**config.mk**
```make
export PLATFORM = sky130hd
export DESIGN_NAME = drrip_sb_policy
export DESIGN_NICKNAME = d
export VERILOG_FILES = /design/src/sv/drrip_sb_pkg.sv /design/src/sv/drrip_sb_policy.sv
export VERILOG_INCLUDE_DIRS = /design/src /design/src/sv
export SDC_FILE = /design/constraint.sdc
export NUM_CORES = 1
export LEC_CHECK = 0
export BUFFER_PORTS_ARGS = -buffer_cell sky130_fd_sc_hd__buf_2
export CORE_MARGIN = 2
export CORE_UTILIZATION = 47
export DETAILED_ROUTE_END_ITERATION = 8
export SYNTH_ARGS = -nofsm -noshare
export SYNTH_HDL_FRONTEND = slang
export SYNTH_SLANG_ARGS = --single-unit
```
**constraint.sdc**
```tcl
create_clock -name clk -period 3.49 [get_ports clk]
set_input_delay 0.698 -clock clk [delete_from_list [all_inputs] [get_ports clk]]
set_output_delay 0.698 -clock clk [all_outputs]
set_load 0.03 [all_outputs]
```
**src/sv/drrip_stream_bypass_replacement_top_defines.svh**
```systemverilog
// Assertion helpers shared by the replacement block.
`ifndef DRRIP_STREAM_BYPASS_REPLACEMENT_TOP_DEFINES_SVH
`define DRRIP_STREAM_BYPASS_REPLACEMENT_TOP_DEFINES_SVH

// Same-cycle implication, checked while out of reset.
`define DSB_ASSERT_IMP(label, ante, cons, msg) \
  label: assert property (@(posedge clk) disable iff (rst) (ante) |-> (cons)) else $error(msg);

// Next-cycle implication, checked while out of reset.
`define DSB_ASSERT_NXT(label, ante, cons, msg) \
  label: assert property (@(posedge clk) disable iff (rst) (ante) |=> (cons)) else $error(msg);

`endif

```
**src/sv/drrip_sb_pkg.sv**
```systemverilog
package drrip_sb_pkg;

  localparam int NUM_SETS    = 2048;
  localparam int SET_BITS    = $clog2(NUM_SETS);
  localparam int NUM_WAYS    = 16;
  localparam int WAY_BITS    = $clog2(NUM_WAYS);
  localparam int LEADER_SETS = 64;
  localparam int SEL_BITS    = 10;
  localparam int ADDR_BITS   = 48;
  localparam int LFSR_BITS   = 16;

  localparam logic [SEL_BITS-1:0]  SEL_MAX    = {SEL_BITS{1'b1}};
  localparam logic [SEL_BITS-1:0]  SEL_MID    = SEL_MAX >> 1;
  localparam logic [LFSR_BITS-1:0] LFSR_SEED  = 16'hACE1;
  localparam logic [LFSR_BITS-1:0] LFSR_TAPS  = 16'hB400;
  localparam int                   RARE_BITS  = 5;

  localparam logic [SET_BITS-1:0] SRRIP_LEADER_END = SET_BITS'(LEADER_SETS / 2);
  localparam logic [SET_BITS-1:0] BRRIP_LEADER_END = SET_BITS'(LEADER_SETS);

  // Re-reference prediction values.
  localparam logic [1:0] RRPV_NEAR  = 2'd0;
  localparam logic [1:0] RRPV_LONG  = 2'd2;
  localparam logic [1:0] RRPV_DISTANT = 2'd3;

  localparam logic OP_QUERY  = 1'b0;
  localparam logic OP_UPDATE = 1'b1;

  typedef struct packed {
    logic [NUM_WAYS-1:0][1:0] rrpv;
    logic [ADDR_BITS-1:0]     prev_addr;
    logic [ADDR_BITS:0]       stride;
    logic [1:0]               cnt;
  } set_row_t;

  localparam set_row_t ROW_RESET = '{
    rrpv:      {NUM_WAYS{RRPV_DISTANT}},
    prev_addr: '0,
    stride:    '0,
    cnt:       '0
  };

  typedef struct packed {
    logic fire;
    logic srrip_leader;
    logic brrip_leader;
    logic hit;
  } pol_req_t;

  typedef struct packed {
    logic use_brrip;
    logic rare;
  } pol_rsp_t;

endpackage

```
**src/sv/drrip_sb_policy.sv**
```systemverilog
`include "drrip_stream_bypass_replacement_top_defines.svh"

module drrip_sb_policy
  import drrip_sb_pkg::*;
(
  input  logic     clk,
  input  logic     rst,
  input  pol_req_t req,
  output pol_rsp_t rsp
);

  logic [SEL_BITS-1:0]  sel;
  logic [LFSR_BITS-1:0] lfsr;
  logic [LFSR_BITS-1:0] lfsr_next;
  logic                 use_brrip;

  assign lfsr_next = {1'b0, lfsr[LFSR_BITS-1:1]} ^ (lfsr[0] ? LFSR_TAPS : '0);

  // Followers take SRRIP while the selector sits below its midpoint.
  always_comb begin
    if (req.srrip_leader) begin
      use_brrip = 1'b0;
    end else if (req.brrip_leader) begin
      use_brrip = 1'b1;
    end else begin
      use_brrip = !(sel < SEL_MID);
    end
  end

  assign rsp.use_brrip = use_brrip;
  assign rsp.rare      = (lfsr_next[RARE_BITS-1:0] == '0);

  always_ff @(posedge clk) begin
    if (rst) begin
      sel  <= SEL_MID;
      lfsr <= LFSR_SEED;
    end else if (req.fire) begin
      if (use_brrip) begin
        lfsr <= lfsr_next;
      end
      if (!req.hit) begin
        if (req.srrip_leader && sel != SEL_MAX) begin
          sel <= sel + 1'b1;
        end else if (req.brrip_leader && !req.srrip_leader && sel != '0) begin
          sel <= sel - 1'b1;
        end
      end
    end
  end

  `DSB_ASSERT_IMP(a_lfsr_nonzero, 1'b1, lfsr != '0, "LFSR reached the all-zero lockup state")
  `DSB_ASSERT_NXT(a_sel_hold, !req.fire || req.hit, sel == $past(sel), "selector moved without a miss")
  `DSB_ASSERT_NXT(a_lfsr_hold, !(req.fire && use_brrip), lfsr == $past(lfsr), "LFSR advanced outside a BRRIP update")

endmodule

```
==> summary.md <==
| Metric | Value |
|---|---|
| WHS | `0.493 ns` |
| Clock tree buffer depth | `2` |
| Rel. slew slack | `0.470` |
| Clock transition at path regs | `0.14 ns` |
| Worst path arrival time | `3.21 ns` |
| Post-synthesis mux area share | `0.0971` |
| Die W | `59.7 um` |
| Final layout net count | `184` |
| Fmax | `332 MHz` |
| Simple-gate area share of the yosys netlist | `0.169` |
| Yosys warns | `0` |
| CTS H-tree lvls | `1` |
| Worst skew pair latency | `0.32 ns` |
| Cts bufs inserted | `3` |
| Top cells by area, synth | `dfxtp_1, mux2i_1, ha_1` |
| Worst Clk Skew | `0.00341 ns` |
| Slew @ Worst Pin | `0.795 ns` |
| Vias per std cell | `5.70` |
| DIE HEIGHT | `59.7 um` |
| Syn-to-layout area delta | `5.67%` |
| Most common cell after layout, fill and taps aside | `dfxtp_1` |
| Routed Wire Length | `2620 um` |
| DR pass1 iterations | `4` |
| Vias in the first global route | `1,091` |
| Lkg Pwr | `0.000733 uW` |
| Total grt overflow | `0` |
| Peak VDD IR | `0.199 mV` |
| Worst setup SP type | `flop` |
| Synth Area in XOR/XNOR | `0.0662` |
| Netlist cell types | `37` |
| R2R cell count | `9` |
| Tmin final | `3.01 ns` |
| Initial cell density of the core | `0.485` |
| Synthesized area | `1460 um2` |
| Hold bufs inserted after CTS | `0` |
| Largest family of logic cells by synthesized area | `simple AND/OR/NAND/NOR gates` |
| Drt wl/cell | `13.0 um` |
| Die area | `3560 um2` |
| Total power | `710 uW` |
| Port bufs | `7` |
| CP Capture Type | `flop` |
| Status | `complete, no violations` |
| Remaining DRCs | `0` |
| CTS tree | `built` |
| Core area | `3000 um2` |
| FF-to-FF setup slack | `0.48 ns` |
| Syn avg cell area | `8.83 um2` |
| Compound-Gate Fraction of Synth Area | `0.165` |
| PD cells | `461 nW/um2` |
| Aggregate global-route resource usage | `0.166` |
| Slew Viols, Final | `0` |
| Area leader, netlist | `dfxtp_1` |
| Commonest non-fill, non-tap cells in the layout | `dfxtp_1, nand2_1, nor2_1` |
| Initial antenna violation count | `0` |
| Register area share after synthesis | `0.357` |
| Global-route wire length before repair | `4550 um` |
| Final hold vios | `0` |
| Share of layout cells above drive strength 1 | `0.0893` |
| Initial DRC Count | `46` |
| Final setup viols | `0` |
| RSZ-0062 raised after global routing | `false` |
| Cells after Synth | `165` |
| Pre-CTS WS | `0.295 ns` |
| Reg-to-Reg End | `sel[7]` |
| Filler-free cell count of the finished design | `201` |
| R2r startpoint | `sel[7]` |
| Routed Antenna Nets | `0` |
| Crit Path Max Fanout | `10` |
| Max-Cap Viols | `0` |
| CTS root buf | `clkbuf_4` |
| Row count | `20` |
| Crit path to | `sel[7]` |
| Path type of the worst setup path | `flop to flop` |
| Vias | `1,146` |
| Top-level I/O count | `8` |
| Worst setup startpoint | `sel[7]` |
| Final Cycle Share | `0.863` |
| Cells after DPL | `197` |
| RD Place Congestion | `0.834` |
| Post-synth top area share | `0.357` |
| Largest net degree at the start of global routing | `21` |
| Syn Nets | `180` |
| CTS Sinks | `26` |
| Area share of fa/ha/maj cells after synthesis | `0.0825` |
| Worst path required time | `3.69 ns` |
| Dpl hpwl | `1950 um` |
| Yosys reg bits | `26` |
| Setup ws final | `0.477 ns` |
| Hold Crit Class | `flop to flop` |
| ANT cells | `0` |
| Setup tns final | `0 ns` |
## how the worst min path moves through the flow
stage | slack [ns] | cells after the start | from | endpoint
floorplan | 0.44 | 2 | lfsr[6] | lfsr[5]
global placement | 0.45 | 2 | lfsr[6] | lfsr[5]
detailed placement | 0.47 | 2 | lfsr[7] | lfsr[6]
CTS | 0.50 | 2 | lfsr[7] | lfsr[6]
global route | 0.52 | 2 | lfsr[7] | lfsr[6]
finish | 0.49 | 2 | lfsr[7] | lfsr[6]
## cells by family after synthesis
logic type | after synthesis
flops | 26
buf+inv | 17
simple gates | 55
mux | 14
compound gates | 33
xor+xnor | 11
fa+ha+maj | 9
## routing by layer
metal  up-vias  part of all wire  global-route usage
met5         -                 0                   0
met4         0             0.010              0.0794
met3         2            0.0073              0.0260
met2         7              0.50               0.281
met1       540              0.48               0.203
li1        597                 -                   -
## cell usage after synthesis
| master | instances |
|---|---|
| mux2_2 | 1 |
| nand3_1 | 4 |
| nor3_1 | 5 |
| xor2_1 | 4 |
| fa_1 | 1 |
| nand2b_1 | 1 |
| o21ai_0 | 3 |
| o311ai_0 | 1 |
| a211o_1 | 2 |
| nand2_2 | 1 |
| dfxtp_1 | 26 |
| mux2i_1 | 13 |
| a2111oi_0 | 2 |
| clkbuf_1 | 3 |
| nand4_1 | 1 |
| xnor2_1 | 7 |
| buf_2 | 1 |
| nor4_1 | 3 |
| or4_1 | 1 |
| a21oi_1 | 9 |
| nor2_1 | 15 |
| o211ai_1 | 8 |
| o21bai_1 | 2 |
| buf_4 | 1 |
| nand2_1 | 20 |
| nor2b_1 | 1 |
| o41ai_2 | 1 |
| and3_1 | 1 |
| buf_6 | 3 |
| a21o_1 | 1 |
| ha_1 | 8 |
| or3_1 | 2 |
| a311o_1 | 1 |
| clkinv_1 | 1 |
| inv_1 | 8 |
| a211oi_1 | 2 |
| o22ai_2 | 1 |
## power breakdown
part,internal [uW],switching [uW]
Clock,116,88.4
Sequential,315,17.1
Combinational,74.7,98.1
Total,506,204
## worst max-delay path, cell delays in order (launching register included)
cell and delay (ns):
dfxtp_1 0.41, nand4_1 0.20, o41ai_4 0.63, ha_1 0.36
a211oi_1 0.33, o21bai_1 0.17, a2111oi_0 0.43, nor3_1 0.11
xnor2_1 0.15, o211ai_1 0.09
## flip-flops by register name (all words and copies together), names as in the netlist
name	count
lfsr	16
sel	10
## layout make-up
| class | instances | area (um2) |
|---|---|---|
| clock buffers | 3 | 22.5 |
| clock inverters | 1 | 30.0 |
| fillers | 303 | 1460 |
| inverters | 9 | 33.8 |
| multi-input cells | 122 | 856 |
| flip-flops and latches | 26 | 520 |
| well taps | 33 | 41.3 |
| repair buffers | 7 | 35.0 |
## per-stage QoR
step / area (um2) / util
final: 1540 / 0.513
after CTS: 1530 / 0.509
after floorplan: 1460 / -
after global placement: 1480 / 0.491
after detailed placement: 1480 / 0.491
after global routing: 1540 / 0.513
## repair_timing
item                                    4_1_cts  5_1_grt
setup buffers                                 0        0
gates resized for setup                       0        1
endpoints found under the setup margin        0        1
(Power assumes the default switching activity.)
